**src/sv/aps_pkg.sv**
```systemverilog
`timescale 1ns / 1ps
// Package for the arm position PID controller with slew limit.
// Holds widths, fixed-point constants, codes, state and command types.
// No dependencies; every other file of the block imports it.
package aps_pkg;

	localparam int CMD_W       = 2;
	localparam int ANGLE_W     = 16;
	localparam int GAIN_W      = 16;
	localparam int ILIM_W      = 16;
	localparam int LIM_W       = 12;
	localparam int VEL_W       = 13;
	localparam int ERR_W       = ANGLE_W + 1;
	localparam int DIFF_W      = ERR_W + 1;
	localparam int INTEG_FRAC  = 8;
	localparam int INTEG_W     = ILIM_W + INTEG_FRAC + 1;
	localparam int IUPD_W      = INTEG_W + 3;
	localparam int ACC_W       = 48;
	localparam int MA_W        = 28;
	localparam int MB_W        = DIFF_W;
	localparam int MP_W        = MA_W + MB_W;
	localparam int FRAC_W      = 18;
	localparam int QUO_W       = 14;
	localparam int QUO_BIAS    = 2 ** (QUO_W - 1);
	localparam int T_W         = 16;
	localparam int CFG_IDX_W   = 3;
	localparam int CFG_DATA_W  = 16;

	localparam int DECAY_NUM   = 973;
	localparam int DECAY_SH    = 10;
	localparam int DERIV_NUM   = 717;
	localparam int P_SH        = 10;
	localparam int I_SH        = 2;

	localparam int DEAD_ZONE_DEF  = 2;
	localparam int SCALE_SPAN_DEF = 50;

	localparam logic [GAIN_W-1:0] KP_RESET     = 16'd256;
	localparam logic [GAIN_W-1:0] KI_RESET     = 16'd0;
	localparam logic [GAIN_W-1:0] KD_RESET     = 16'd0;
	localparam logic [ILIM_W-1:0] ILIM_RESET   = 16'd2000;
	localparam logic [LIM_W-1:0]  OLIM_RESET   = 12'd600;
	localparam logic [LIM_W-1:0]  SLEW_RESET   = 12'd15;
	localparam logic [LIM_W-1:0]  MSPEED_RESET = 12'd127;
	localparam logic [LIM_W-1:0]  WINDOW_RESET = 12'd20;

	typedef enum logic [CMD_W-1:0] {
		CMD_TICK = 2'd0,
		CMD_UP   = 2'd1,
		CMD_DOWN = 2'd2,
		CMD_SET  = 2'd3
	} cmd_t;

	typedef enum logic [CFG_IDX_W-1:0] {
		REG_KP     = 3'd0,
		REG_KI     = 3'd1,
		REG_KD     = 3'd2,
		REG_ILIM   = 3'd3,
		REG_OLIM   = 3'd4,
		REG_SLEW   = 3'd5,
		REG_MSPEED = 3'd6,
		REG_WINDOW = 3'd7
	} cfg_reg_t;

	typedef enum logic [3:0] {
		ST_IDLE,
		ST_MUL_INT,
		ST_MUL_KD,
		ST_MUL_P,
		ST_MUL_I,
		ST_MUL_D,
		ST_ACC_D,
		ST_MUL_HI,
		ST_MUL_LO,
		ST_NUM,
		ST_PREP,
		ST_DIV,
		ST_FINAL,
		ST_WB
	} state_t;

	typedef enum logic [2:0] {
		MUL_INT,
		MUL_KD,
		MUL_P,
		MUL_I,
		MUL_D,
		MUL_HI,
		MUL_LO
	} mul_sel_t;

	typedef enum logic [1:0] {
		ACC_HOLD,
		ACC_LOAD,
		ACC_ADD2,
		ACC_ADD
	} acc_op_t;

	typedef enum logic [1:0] {
		NUM_HOLD,
		NUM_LOAD,
		NUM_ADD
	} num_op_t;

	typedef struct packed {
		logic                 load_in;
		mul_sel_t             mul_sel;
		logic                 integ_upd;
		logic                 kd_latch;
		acc_op_t              acc_op;
		num_op_t              num_op;
		logic                 div_init;
		logic                 div_step;
		logic                 finish;
		logic                 out_load;
	} dp_cmd_t;

	typedef struct packed {
		logic [GAIN_W-1:0] kp;
		logic [GAIN_W-1:0] ki;
		logic [GAIN_W-1:0] kd;
		logic [ILIM_W-1:0] ilim;
		logic [LIM_W-1:0]  olim;
		logic [LIM_W-1:0]  slew;
		logic [LIM_W-1:0]  mspeed;
		logic [LIM_W-1:0]  window;
	} cfg_t;

endpackage

```
**src/sv/aps_item_if.sv**
```systemverilog
`timescale 1ns / 1ps
// Input channel of the controller: command, encoder angle and new target.
// Depends on aps_pkg for the field widths.
interface aps_item_if import aps_pkg::*; ();
	logic                      valid;
	logic                      ready;
	logic [CMD_W-1:0]          cmd;
	logic signed [ANGLE_W-1:0] angle;
	logic signed [ANGLE_W-1:0] new_target;

	modport source (output valid, output cmd, output angle, output new_target, input ready);
	modport sink (input valid, input cmd, input angle, input new_target, output ready);
endinterface

```
**src/sv/aps_result_if.sv**
```systemverilog
`timescale 1ns / 1ps
// Result channel of the controller: velocity, manual flag and held target.
// Depends on aps_pkg for the field widths.
interface aps_result_if import aps_pkg::*; ();
	logic                      valid;
	logic                      ready;
	logic signed [VEL_W-1:0]   velocity;
	logic                      manual_active;
	logic signed [ANGLE_W-1:0] target_now;

	modport source (output valid, output velocity, output manual_active, output target_now,
		input ready);
	modport sink (input valid, input velocity, input manual_active, input target_now,
		output ready);
endinterface

```
**src/sv/aps_cfg_if.sv**
```systemverilog
`timescale 1ns / 1ps
// Configuration write channel: register index and write data.
// Depends on aps_pkg for the field widths.
interface aps_cfg_if import aps_pkg::*; ();
	logic                  valid;
	logic                  ready;
	logic [CFG_IDX_W-1:0]  index;
	logic [CFG_DATA_W-1:0] data;

	modport source (output valid, output index, output data, input ready);
	modport sink (input valid, input index, input data, output ready);
endinterface

```
**src/sv/aps_cfg.sv**
```systemverilog
`timescale 1ns / 1ps
// Configuration register file: gains, limits, slew step, manual speed, window.
// Depends on aps_pkg for the register codes and the cfg_t bundle.
module aps_cfg import aps_pkg::*; (
	input  logic                  clk,
	input  logic                  arst_n,
	input  logic                  wr_valid,
	input  logic [CFG_IDX_W-1:0]  wr_index,
	input  logic [CFG_DATA_W-1:0] wr_data,
	output logic                  wr_ready,
	output cfg_t                  cfg
);

	cfg_t cfg_q;

	assign wr_ready = 1'b1;
	assign cfg      = cfg_q;

	always_ff @(posedge clk or negedge arst_n) begin
		if (!arst_n) begin
			cfg_q.kp     <= KP_RESET;
			cfg_q.ki     <= KI_RESET;
			cfg_q.kd     <= KD_RESET;
			cfg_q.ilim   <= ILIM_RESET;
			cfg_q.olim   <= OLIM_RESET;
			cfg_q.slew   <= SLEW_RESET;
			cfg_q.mspeed <= MSPEED_RESET;
			cfg_q.window <= WINDOW_RESET;
		end else if (wr_valid) begin
			case (cfg_reg_t'(wr_index))
				REG_KP:     cfg_q.kp     <= wr_data[GAIN_W-1:0];
				REG_KI:     cfg_q.ki     <= wr_data[GAIN_W-1:0];
				REG_KD:     cfg_q.kd     <= wr_data[GAIN_W-1:0];
				REG_ILIM:   cfg_q.ilim   <= wr_data[ILIM_W-1:0];
				REG_OLIM:   cfg_q.olim   <= wr_data[LIM_W-1:0];
				REG_SLEW:   cfg_q.slew   <= wr_data[LIM_W-1:0];
				REG_MSPEED: cfg_q.mspeed <= wr_data[LIM_W-1:0];
				REG_WINDOW: cfg_q.window <= wr_data[LIM_W-1:0];
				default: begin
				end
			endcase
		end
	end

endmodule

```
**src/sv/aps_ctrl.sv**
```systemverilog
`timescale 1ns / 1ps
// Sequencer of the controller: steps the shared multiplier, accumulators and
// the reciprocal scaling step of the datapath and owns both handshakes. Depends on aps_pkg.
module aps_ctrl import aps_pkg::*; (
	input  logic             clk,
	input  logic             arst_n,
	input  logic             item_valid,
	input  logic [CMD_W-1:0] item_cmd,
	output logic             item_ready,
	output logic             result_valid,
	input  logic             result_ready,
	output dp_cmd_t          dp_cmd
);

	state_t               state_q, state_d;
	logic                 out_valid_q, out_valid_d;

	assign item_ready   = (state_q == ST_IDLE);
	assign result_valid = out_valid_q;

	always_ff @(posedge clk or negedge arst_n) begin
		if (!arst_n) begin
			state_q     <= ST_IDLE;
			out_valid_q <= 1'b0;
		end else begin
			state_q     <= state_d;
			out_valid_q <= out_valid_d;
		end
	end

	always_comb begin
		state_d        = state_q;
		dp_cmd         = '0;
		dp_cmd.mul_sel = MUL_INT;
		dp_cmd.acc_op  = ACC_HOLD;
		dp_cmd.num_op  = NUM_HOLD;
		out_valid_d    = out_valid_q && !result_ready;
		case (state_q)
			ST_IDLE: begin
				if (item_valid) begin
					dp_cmd.load_in = 1'b1;
					state_d = (item_cmd == CMD_TICK) ? ST_MUL_INT : ST_WB;
				end
			end
			ST_MUL_INT: begin
				dp_cmd.mul_sel = MUL_INT;
				state_d = ST_MUL_KD;
			end
			ST_MUL_KD: begin
				dp_cmd.mul_sel   = MUL_KD;
				dp_cmd.integ_upd = 1'b1;
				state_d = ST_MUL_P;
			end
			ST_MUL_P: begin
				dp_cmd.mul_sel  = MUL_P;
				dp_cmd.kd_latch = 1'b1;
				state_d = ST_MUL_I;
			end
			ST_MUL_I: begin
				dp_cmd.mul_sel = MUL_I;
				dp_cmd.acc_op  = ACC_LOAD;
				state_d = ST_MUL_D;
			end
			ST_MUL_D: begin
				dp_cmd.mul_sel = MUL_D;
				dp_cmd.acc_op  = ACC_ADD2;
				state_d = ST_ACC_D;
			end
			ST_ACC_D: begin
				dp_cmd.acc_op = ACC_ADD;
				state_d = ST_MUL_HI;
			end
			ST_MUL_HI: begin
				dp_cmd.mul_sel = MUL_HI;
				state_d = ST_MUL_LO;
			end
			ST_MUL_LO: begin
				dp_cmd.mul_sel = MUL_LO;
				dp_cmd.num_op  = NUM_LOAD;
				state_d = ST_NUM;
			end
			ST_NUM: begin
				dp_cmd.num_op = NUM_ADD;
				state_d = ST_PREP;
			end
			ST_PREP: begin
				dp_cmd.div_init = 1'b1;
				state_d = ST_DIV;
			end
			ST_DIV: begin
				dp_cmd.div_step = 1'b1;
				state_d = ST_FINAL;
			end
			ST_FINAL: begin
				dp_cmd.finish = 1'b1;
				state_d = ST_WB;
			end
			ST_WB: begin
				if (!out_valid_q || result_ready) begin
					dp_cmd.out_load = 1'b1;
					out_valid_d = 1'b1;
					state_d = ST_IDLE;
				end
			end
			default: begin
				state_d = ST_IDLE;
			end
		endcase
	end

	a_tick_starts: assert property (@(posedge clk) disable iff (!arst_n)
		(item_valid && item_ready && item_cmd == CMD_TICK) |=> state_q == ST_MUL_INT)
		else $error("accepted tick did not start the multiply sequence");

	a_div_ends: assert property (@(posedge clk) disable iff (!arst_n)
		(state_q == ST_DIV) |=> state_q == ST_FINAL)
		else $error("scaling step did not end after one cycle");

	a_load_shows: assert property (@(posedge clk) disable iff (!arst_n)
		dp_cmd.out_load |=> result_valid)
		else $error("result register loaded but not presented");

endmodule

```
**src/sv/aps_dp.sv**
```systemverilog
`timescale 1ns / 1ps
// Datapath of the controller: loop state, shared multiplier, PID accumulator,
// scale numerator, reciprocal scaling unit, slew/limit stage and result register.
// Depends on aps_pkg for widths, constants and the command bundle.
module aps_dp import aps_pkg::*; #(
	parameter int DEAD_ZONE  = DEAD_ZONE_DEF,
	parameter int SCALE_SPAN = SCALE_SPAN_DEF
) (
	input  logic                      clk,
	input  logic                      arst_n,
	input  dp_cmd_t                   dp_cmd,
	input  cfg_t                      cfg,
	input  logic [CMD_W-1:0]          item_cmd,
	input  logic signed [ANGLE_W-1:0] item_angle,
	input  logic signed [ANGLE_W-1:0] item_new_target,
	output logic signed [VEL_W-1:0]   velocity,
	output logic                      manual_active,
	output logic signed [ANGLE_W-1:0] target_now
);

	localparam int SPAN_W   = $clog2(SCALE_SPAN + 1);
	localparam int NUM_W    = ACC_W + SPAN_W + 2;
	localparam int Y_W      = NUM_W - FRAC_W;
	localparam int REM_W    = SPAN_W + QUO_W;
	localparam int RECIP_SH = REM_W + SPAN_W;
	localparam int RECIP_W  = REM_W + 2;
	localparam int RPROD_W  = REM_W + RECIP_W;
	localparam logic [RECIP_W-1:0] RECIP = RECIP_W'(((longint'(1) << RECIP_SH)
		+ longint'(SCALE_SPAN) - longint'(1)) / longint'(SCALE_SPAN));

	// Loop state.
	logic signed [ANGLE_W-1:0] target_q;
	logic signed [INTEG_W-1:0] integ_q;
	logic signed [ERR_W-1:0]   prev_err_q;
	logic signed [VEL_W-1:0]   prev_out_q;

	// Per-tick working registers.
	logic signed [ERR_W-1:0]   e_q;
	logic [ERR_W-1:0]          ae_q;
	logic signed [DIFF_W-1:0]  d_q;
	logic                      win_q, dead_q, span_q;
	logic [GAIN_W+9:0]         kd717_q;
	logic signed [MP_W-1:0]    prod_q;
	logic signed [ACC_W-1:0]   acc_q;
	logic signed [NUM_W-1:0]   num_q;
	logic [REM_W-1:0]          rem_q;
	logic [QUO_W-1:0]          quo_q;
	logic signed [VEL_W-1:0]   res_vel_q;
	logic                      res_man_q;
	logic signed [VEL_W-1:0]   out_vel_q;
	logic                      out_man_q;
	logic signed [ANGLE_W-1:0] out_tgt_q;

	logic signed [ERR_W-1:0]   err_w;
	logic [ERR_W-1:0]          ae_w;
	logic signed [MA_W-1:0]    mul_a;
	logic signed [MB_W-1:0]    mul_b;
	logic signed [MP_W-1:0]    prod_w;
	logic signed [MP_W-1:0]    dec_full;
	logic signed [IUPD_W-1:0]  grow_w, half_w, cand_w, ilim_s, integ_clamp;
	logic signed [ACC_W-1:0]   prod_acc;
	logic signed [NUM_W-1:0]   prod_num, half_den, x_w;
	logic [SPAN_W-1:0]         div_w, fac;
	logic signed [Y_W-1:0]     y_w, bnd, y_sat;
	logic [RPROD_W-1:0]        rprod_w;
	logic signed [T_W-1:0]     t_w, prev_ext, slew_s, olim_s, chg, slewed, limited;
	logic signed [VEL_W-1:0]   fin_w;

	assign velocity      = out_vel_q;
	assign manual_active = out_man_q;
	assign target_now    = out_tgt_q;

	assign err_w = ERR_W'(target_q) - ERR_W'(item_angle);
	assign ae_w  = err_w[ERR_W-1] ? ERR_W'(-err_w) : ERR_W'(err_w);

	assign div_w = span_q ? SPAN_W'(SCALE_SPAN) : SPAN_W'(1);
	assign fac   = span_q ? ae_q[SPAN_W-1:0] : SPAN_W'(1);

	always_comb begin
		mul_a = '0;
		mul_b = '0;
		case (dp_cmd.mul_sel)
			MUL_INT: begin
				mul_a = MA_W'(integ_q);
				mul_b = MB_W'(DECAY_NUM);
			end
			MUL_KD: begin
				mul_a = MA_W'(DERIV_NUM);
				mul_b = MB_W'(cfg.kd);
			end
			MUL_P: begin
				mul_a = MA_W'(e_q);
				mul_b = MB_W'(cfg.kp);
			end
			MUL_I: begin
				mul_a = MA_W'(integ_q);
				mul_b = MB_W'(cfg.ki);
			end
			MUL_D: begin
				mul_a = MA_W'(kd717_q);
				mul_b = MB_W'(d_q);
			end
			MUL_HI: begin
				mul_a = MA_W'($signed(acc_q[ACC_W-1:ACC_W/2]));
				mul_b = MB_W'(fac);
			end
			MUL_LO: begin
				mul_a = MA_W'(acc_q[ACC_W/2-1:0]);
				mul_b = MB_W'(fac);
			end
			default: begin
			end
		endcase
	end

	assign prod_w = mul_a * mul_b;

	// Integral update: decay and add inside the window, halve outside, then clamp.
	assign dec_full = (prod_q + MP_W'(2 ** (DECAY_SH - 1))) >>> DECAY_SH;
	assign grow_w   = IUPD_W'(dec_full) + (IUPD_W'(e_q) <<< INTEG_FRAC);
	assign half_w   = (IUPD_W'(integ_q) + IUPD_W'(1)) >>> 1;
	assign cand_w   = win_q ? grow_w : half_w;
	assign ilim_s   = IUPD_W'({cfg.ilim, {INTEG_FRAC{1'b0}}});

	always_comb begin
		if (cand_w > ilim_s) begin
			integ_clamp = ilim_s;
		end else if (cand_w < -ilim_s) begin
			integ_clamp = -ilim_s;
		end else begin
			integ_clamp = cand_w;
		end
	end

	assign prod_acc = ACC_W'(prod_q);
	assign prod_num = NUM_W'(prod_q);

	// Rounded scale: floor((num + S*2^17) / 2^18) then floor division by S,
	// with the quotient saturated to its biased range. The division by S is an
	// exact multiply by the rounded-up reciprocal of S.
	assign half_den = NUM_W'(div_w) << (FRAC_W - 1);
	assign x_w      = num_q + half_den;
	assign y_w      = x_w[NUM_W-1:FRAC_W];
	assign bnd      = Y_W'(div_w) << (QUO_W - 1);

	always_comb begin
		if (y_w >= bnd) begin
			y_sat = bnd - Y_W'(1);
		end else if (y_w < -bnd) begin
			y_sat = -bnd;
		end else begin
			y_sat = y_w;
		end
	end

	assign rprod_w = RPROD_W'(rem_q) * RPROD_W'(RECIP);

	// Slew limit, output clamp and dead zone.
	assign t_w      = $signed(T_W'(quo_q)) - T_W'(QUO_BIAS);
	assign prev_ext = T_W'(prev_out_q);
	assign slew_s   = T_W'(cfg.slew);
	assign olim_s   = T_W'(cfg.olim);
	assign chg      = t_w - prev_ext;

	always_comb begin
		if (chg > slew_s) begin
			slewed = prev_ext + slew_s;
		end else if (chg < -slew_s) begin
			slewed = prev_ext - slew_s;
		end else begin
			slewed = t_w;
		end
		if (slewed > olim_s) begin
			limited = olim_s;
		end else if (slewed < -olim_s) begin
			limited = -olim_s;
		end else begin
			limited = slewed;
		end
		fin_w = dead_q ? '0 : VEL_W'(limited);
	end

	always_ff @(posedge clk or negedge arst_n) begin
		if (!arst_n) begin
			target_q   <= '0;
			integ_q    <= '0;
			prev_err_q <= '0;
			prev_out_q <= '0;
		end else begin
			if (dp_cmd.load_in) begin
				case (cmd_t'(item_cmd))
					CMD_UP, CMD_DOWN: begin
						target_q   <= item_angle;
						integ_q    <= '0;
						prev_err_q <= '0;
						prev_out_q <= '0;
					end
					CMD_SET: begin
						target_q <= item_new_target;
					end
					default: begin
					end
				endcase
			end
			if (dp_cmd.integ_upd) begin
				integ_q <= INTEG_W'(integ_clamp);
			end
			if (dp_cmd.finish) begin
				prev_err_q <= e_q;
				prev_out_q <= fin_w;
			end
		end
	end

	always_ff @(posedge clk) begin
		prod_q <= prod_w;
		if (dp_cmd.load_in) begin
			e_q       <= err_w;
			ae_q      <= ae_w;
			d_q       <= DIFF_W'(err_w) - DIFF_W'(prev_err_q);
			win_q     <= ae_w < ERR_W'(cfg.window);
			dead_q    <= ae_w < ERR_W'(DEAD_ZONE);
			span_q    <= ae_w < ERR_W'(SCALE_SPAN);
			res_man_q <= (item_cmd == CMD_UP) || (item_cmd == CMD_DOWN);
			case (cmd_t'(item_cmd))
				CMD_UP:   res_vel_q <= VEL_W'(cfg.mspeed);
				CMD_DOWN: res_vel_q <= -VEL_W'(cfg.mspeed);
				default:  res_vel_q <= '0;
			endcase
		end
		if (dp_cmd.kd_latch) begin
			kd717_q <= (GAIN_W+10)'(prod_q);
		end
		case (dp_cmd.acc_op)
			ACC_LOAD: acc_q <= prod_acc <<< P_SH;
			ACC_ADD2: acc_q <= acc_q + (prod_acc <<< I_SH);
			ACC_ADD:  acc_q <= acc_q + prod_acc;
			default: begin
			end
		endcase
		case (dp_cmd.num_op)
			NUM_LOAD: num_q <= prod_num <<< (ACC_W / 2);
			NUM_ADD:  num_q <= num_q + prod_num;
			default: begin
			end
		endcase
		if (dp_cmd.div_init) begin
			rem_q <= REM_W'(y_sat + bnd);
		end else if (dp_cmd.div_step) begin
			quo_q <= span_q ? rprod_w[RECIP_SH +: QUO_W] : rem_q[QUO_W-1:0];
		end
		if (dp_cmd.finish) begin
			res_vel_q <= fin_w;
		end
		if (dp_cmd.out_load) begin
			out_vel_q <= res_vel_q;
			out_man_q <= res_man_q;
			out_tgt_q <= target_q;
		end
	end

	a_integ_bounded: assert property (@(posedge clk) disable iff (!arst_n)
		dp_cmd.integ_upd |=> (IUPD_W'(integ_q) <= ilim_s) && (IUPD_W'(integ_q) >= -ilim_s))
		else $error("integral left its clamp range");

	a_vel_bounded: assert property (@(posedge clk) disable iff (!arst_n)
		dp_cmd.finish |=> (T_W'(res_vel_q) <= olim_s) && (T_W'(res_vel_q) >= -olim_s))
		else $error("tick velocity exceeds the output limit");

	a_rem_bounded: assert property (@(posedge clk) disable iff (!arst_n)
		dp_cmd.div_step |-> {1'b0, rem_q} < ((REM_W+1)'(div_w) << QUO_W))
		else $error("quotient remainder out of range");

endmodule

```
**src/sv/arm_position_pid_with_slew.sv**
```systemverilog
`timescale 1ns / 1ps
// Control tick: the result shows as the sequencer returns to idle and can take the next item.
// The tick time is set by nine steps of the shared 28x18 multiplier and accumulators, one
// saturation step, one reciprocal multiply for the error scaling, the slew stage and the
// result load. Manual and set-target items go straight to the result load.
// An item is accepted while the previous result still waits in the output register.
// Reset (arst_n low) clears target, integral, last error and last output to zero and loads
// the register defaults; there is no clearing pass.
module arm_position_pid_with_slew import aps_pkg::*; #(
	parameter int DEAD_ZONE  = DEAD_ZONE_DEF,
	parameter int SCALE_SPAN = SCALE_SPAN_DEF
) (
	input logic          clk,
	input logic          arst_n,
	aps_item_if.sink     item,
	aps_result_if.source result,
	aps_cfg_if.sink      cfg
);

	dp_cmd_t dp_cmd;
	cfg_t    cfg_regs;

	aps_cfg u_cfg (
		.clk      (clk),
		.arst_n   (arst_n),
		.wr_valid (cfg.valid),
		.wr_index (cfg.index),
		.wr_data  (cfg.data),
		.wr_ready (cfg.ready),
		.cfg      (cfg_regs)
	);

	aps_ctrl u_ctrl (
		.clk          (clk),
		.arst_n       (arst_n),
		.item_valid   (item.valid),
		.item_cmd     (item.cmd),
		.item_ready   (item.ready),
		.result_valid (result.valid),
		.result_ready (result.ready),
		.dp_cmd       (dp_cmd)
	);

	aps_dp #(
		.DEAD_ZONE  (DEAD_ZONE),
		.SCALE_SPAN (SCALE_SPAN)
	) u_dp (
		.clk             (clk),
		.arst_n          (arst_n),
		.dp_cmd          (dp_cmd),
		.cfg             (cfg_regs),
		.item_cmd        (item.cmd),
		.item_angle      (item.angle),
		.item_new_target (item.new_target),
		.velocity        (result.velocity),
		.manual_active   (result.manual_active),
		.target_now      (result.target_now)
	);

endmodule
```
**src/flat_wrapper.sv**
```systemverilog
// flat-port wrapper written by rule: the top's interface ports become plain ports
module arm_position_pid_with_slew_flat import aps_pkg::*;
#(
	parameter int DEAD_ZONE  = DEAD_ZONE_DEF,
	parameter int SCALE_SPAN = SCALE_SPAN_DEF
)
  (clk, arst_n, item_valid, item_cmd, item_angle, item_new_target, item_ready, result_valid, result_velocity, result_manual_active, result_target_now, result_ready, cfg_valid, cfg_index, cfg_data, cfg_ready);
  aps_item_if item_i ();
  aps_result_if result_i ();
  aps_cfg_if cfg_i ();
  input logic clk;
  input logic arst_n;
  input wire logic [$bits(item_i.valid)-1:0] item_valid;
  input wire logic [$bits(item_i.cmd)-1:0] item_cmd;
  input wire logic [$bits(item_i.angle)-1:0] item_angle;
  input wire logic [$bits(item_i.new_target)-1:0] item_new_target;
  output wire logic [$bits(item_i.ready)-1:0] item_ready;
  output wire logic [$bits(result_i.valid)-1:0] result_valid;
  output wire logic [$bits(result_i.velocity)-1:0] result_velocity;
  output wire logic [$bits(result_i.manual_active)-1:0] result_manual_active;
  output wire logic [$bits(result_i.target_now)-1:0] result_target_now;
  input wire logic [$bits(result_i.ready)-1:0] result_ready;
  input wire logic [$bits(cfg_i.valid)-1:0] cfg_valid;
  input wire logic [$bits(cfg_i.index)-1:0] cfg_index;
  input wire logic [$bits(cfg_i.data)-1:0] cfg_data;
  output wire logic [$bits(cfg_i.ready)-1:0] cfg_ready;
  assign item_i.valid = item_valid;
  assign item_i.cmd = item_cmd;
  assign item_i.angle = item_angle;
  assign item_i.new_target = item_new_target;
  assign item_ready = item_i.ready;
  assign result_valid = result_i.valid;
  assign result_velocity = result_i.velocity;
  assign result_manual_active = result_i.manual_active;
  assign result_target_now = result_i.target_now;
  assign result_i.ready = result_ready;
  assign cfg_i.valid = cfg_valid;
  assign cfg_i.index = cfg_index;
  assign cfg_i.data = cfg_data;
  assign cfg_ready = cfg_i.ready;
  arm_position_pid_with_slew #(.DEAD_ZONE(DEAD_ZONE), .SCALE_SPAN(SCALE_SPAN)) u_core (.clk(clk), .arst_n(arst_n), .item(item_i), .result(result_i), .cfg(cfg_i));
endmodule
```
**config.mk**
```make
export PLATFORM = sky130hd
export DESIGN_NAME = arm_position_pid_with_slew_flat
export DESIGN_NICKNAME = d
export VERILOG_FILES = /design/src/sv/aps_pkg.sv /design/src/sv/aps_item_if.sv /design/src/sv/aps_result_if.sv /design/src/sv/aps_cfg_if.sv /design/src/sv/aps_cfg.sv /design/src/sv/aps_ctrl.sv /design/src/sv/aps_dp.sv /design/src/sv/arm_position_pid_with_slew.sv /design/src/flat_wrapper.sv
export SDC_FILE = /design/constraint.sdc
export NUM_CORES = 2
export LEC_CHECK = 0
export ABC_AREA = 1
export BUFFER_PORTS_ARGS = -buffer_cell sky130_fd_sc_hd__buf_2
export CORE_UTILIZATION = 40
export CTS_CLUSTER_SIZE = 40
export DETAILED_ROUTE_END_ITERATION = 8
export GPL_TIMING_DRIVEN = 0
export PLACE_DENSITY = 0.63
export SYNTH_ARGS = -nofsm -noshare
export SYNTH_HDL_FRONTEND = slang
export SYNTH_SLANG_ARGS = --single-unit
export TNS_END_PERCENT = 5
```
**constraint.sdc**
```tcl
create_clock -name clk -period 14.3 [get_ports clk]
set_input_delay 1.43 -clock clk [delete_from_list [all_inputs] [get_ports clk]]
set_output_delay 1.43 -clock clk [all_outputs]
set_load 0.005 [all_outputs]
```
==> flow_summary_export.csv <==
group,metric,value,unit
global_route,antenna_found_initial,5,
cts,cts_tree,"yes",
detailed_routing,drt-pass1-iter-count,6,
placed_design,io_buffer_count,89,
min_path,hold_depth,0,
logic_synthesis,synth_cell_types,76,
floorplanning,dieWidth,403,um
global_route,overflow,0,
detailed_routing,wirelength,230000,um
floorplanning,dieArea,163000,sq um
timing,finalHoldViolations,0,
outcome,outcome,"finished, violations left",
setup_path,r2r_cells,31,
floorplanning,initial_core_util,0.405,
cts,cts.root.buffer_cell,"clkbuf_16",
layout,drive_above_1_share,0.0457,
logic_synthesis,yosys_warnings,0,
timing,setup_viol,0,
timing,clock.fmax,0.0974,GHz
setup_path,cp-end-kind,"flip-flop",
layout,area_delta_synth_final,8.28,%
floorplanning,core,159000,sq um
logic_synthesis,synth_top_area_frac,0.196,
global_route,grt_util_all_layers,0.282,
detailed_routing,via_per_inst,5.40,
cts,clk_pin_slew,0.06,ns
global_route,grt_pass1_wl,349000,um
cts,cts_buffers,57,
logic_synthesis,synth_area_leaders,"fa_1, ha_1, edfxtp_1",
timing,slew_violations,15,
logic_synthesis,netlist_area,64500,sq um
floorplanning,die_height,403,um
setup_path,crit_type,"flip-flop to flip-flop",
layout,final_util,0.439,
floorplanning,num_rows,146,
detailed_routing,ant_nets,0,
setup_path,crit_required,14.87,ns
logic_synthesis,ys_seq_area_frac,0.205,
setup_path,start_kind,"flip-flop",
cts,cts_buffer_depth,3,
cts,htreeDepth,2,
min_path,holdCritPathClass,"flip-flop to flip-flop",
logic_synthesis,ys.flop_type,"edfxtp_1",
detailed_routing,drc,0,
setup_path,slowest_stage,"buf_2",
floorplanning,ios,91,
logic_synthesis,synth.most_common_cell,"nand2_1",
logic_synthesis,syn_nets,9795,
timing,whs,0.418,ns
detailed_routing,first_iter_violations,5476,
setup_path,ff2ff_setup_slack,4.04,ns
logic_synthesis,syn_area_per_cell,7.66,sq um
timing,clock_skew,0.0432,ns
logic_synthesis,synthCells,8412,
logic_synthesis,post-synth-top-area-cell,"fa_1",
job,maxCapViolations,3,
detailed_routing,wl_per_cell,21.3,um
logic_synthesis,yosys_register_bits,485,
timing,tightestPinTransition,1.56,ns
timing,rsz0062_at_grt,"no",
placed_design,gp_congestion,0.988,
timing,period_needed,10.26,ns
timing,finalSetupTns,0,ns
setup_path,path_max_fanout,35,
layout,layout.nets,9953,
global_route,grt_max_degree,96,
timing,finalCritPeriodShare,0.718,
logic_synthesis,synth_commonest_cells,"nand2_1, inv_1, nor2_1",
timing,slew_headroom,-0.0505,
placed_design,hpwl,193000,um
setup_path,arrival,10.84,ns
cts,cts.sinks,485,
logic_synthesis,synth_edf_count,251,
cts,cts_resized,0,
global_route,grt_pass1_vias,57100,
cts,clk_latency,0.69,ns
detailed_routing,num_vias,58200,
cts,cts_setup_buffers,0,
cts,ctsHoldBuffers,0,
logic_synthesis,async_flop_share,0.388,
setup_path,critPathMaxStageDelay,0.90,ns
outcome,violations,"max-capacitance violations, max-slew violations",
[per-layer routing]
layer	track usage	up-vias	wire, um
li1	-	27400	-
met1	0.392	28300	101000
met2	0.434	2073	100000
met3	0.0405	337	16800
met4	0.122	4	11400
met5	0	-	25
[area by class of cell]
| cell class | count | area, sq um |
|---|---|---|
| fill | 16200 | 89300 |
| multi-input combinational | 6193 | 44700 |
| sequential | 485 | 13200 |
| inverter | 1559 | 5850 |
| tap | 2146 | 2690 |
| clock buffer | 80 | 1670 |
| buffer | 175 | 746 |
| timing repair buffer | 99 | 647 |
| clock inverter | 28 | 279 |
| antenna | 4 | 10.0 |
[cells by family (layout without fill, tap and decap cells)]
family,count (synthesis),after routing,synth area share
XOR/XNOR,243,243,0.0331
other,2,6,0.000116
AND/OR/NAND/NOR,3182,3182,0.205
flip-flops,485,485,0.205
adder cells (fa/ha/maj),1325,1325,0.331
multiplexers,1,1,0.000155
AO/OA/AOI/OAI,1440,1440,0.124
buffers and inverters,1734,1941,0.102
[registers in the layout (all words and copies together), names as in the netlist, 4 cells and up]
name / count
u_core.u_cfg.cfg: 112
u_core.u_dp.acc_q: 48
u_core.u_dp.prev_out_q: 13
u_core.u_dp.prev_err_q: 17
u_core.u_dp.e_q: 17
u_core.u_dp.res_vel_q: 13
u_core.u_dp.num_q: 56
u_core.u_dp.target_q: 16
u_core.u_dp.ae_q: 5
u_core.u_dp.quo_q: 14
u_core.u_dp.velocity: 13
u_core.u_dp.rem_q: 20
u_core.u_dp.integ_q: 25
u_core.u_dp.prod_q: 46
u_core.u_dp.target_now: 16
u_core.u_ctrl.state_q: 4
u_core.u_dp.d_q: 18
u_core.u_dp.kd717_q: 26
[cell usage in the layout, fill, tap and decap left out, types with 16 or more instances in the layout]
| cell | netlist | layout |
|---|---|---|
| a21o_1 | 33 | 33 |
| a21oi_1 | 559 | 557 |
| a221oi_1 | 32 | 32 |
| a31oi_1 | 69 | 69 |
| buf_2 | 31 | 119 |
| clkbuf_1 | 129 | 136 |
| clkbuf_16 | 0 | 58 |
| dfrtp_1 | 164 | 164 |
| dfstp_2 | 24 | 24 |
| dfxtp_1 | 46 | 46 |
| edfxtp_1 | 251 | 251 |
| fa_1 | 632 | 632 |
| ha_1 | 693 | 693 |
| inv_1 | 1540 | 1539 |
| nand2_1 | 1724 | 1724 |
| nand3_1 | 347 | 347 |
| nand3b_1 | 22 | 22 |
| nand4_1 | 64 | 64 |
| nor2_1 | 799 | 795 |
| nor2_2 | 14 | 16 |
| nor3_1 | 84 | 82 |
| nor4_1 | 22 | 22 |
| o211ai_1 | 44 | 44 |
| o21a_1 | 36 | 36 |
| o21ai_0 | 540 | 538 |
| o21ai_1 | 16 | 17 |
| o21bai_1 | 19 | 19 |
| o22ai_1 | 22 | 22 |
| or2_2 | 55 | 55 |
| xnor2_1 | 57 | 57 |
| xor2_1 | 185 | 185 |
[stage by stage]
step	setup slack [ns]	instances	cell area, sq um
after global routing	3.56	10800	69800
after detailed placement	4.24	10700	67900
final	4.04	10800	69800
after CTS	4.16	10800	69800
after global placement	4.29	10600	67600
after floorplan	7.06	8412	64500
[final timing paths]
| check | startpoint | to |
|---|---|---|
| worst max register to register | u_core.u_ctrl.state_q[0] | u_core.u_dp.prod_q[42] |
| worst min register to register | u_core.u_dp.res_vel_q[9] | u_core.u_dp.velocity[9] |
| worst max-delay path | u_core.u_ctrl.state_q[0] | u_core.u_dp.prod_q[42] |
| worst min-delay path | u_core.u_dp.res_vel_q[9] | u_core.u_dp.velocity[9] |
| max in group asynchronous | arst_n | u_core.u_cfg.cfg[39] |
| min in group asynchronous | arst_n | u_core.u_cfg.cfg[9] |
[worst max-delay path, delay by kind of cell (launching register included)]
kind / cells / cell delay [ns]
AND/OR/NAND/NOR: 9 / 2.35
buffers and inverters: 9 / 2.37
AO/OA/AOI/OAI: 5 / 1.22
flip-flops: 1 / 0.44
adder cells (fa/ha/maj): 7 / 3.59
XOR/XNOR: 1 / 0.17
Power is not shown: default switching activity piles up to over one toggle a cycle in this logic, so the estimate is an artifact.
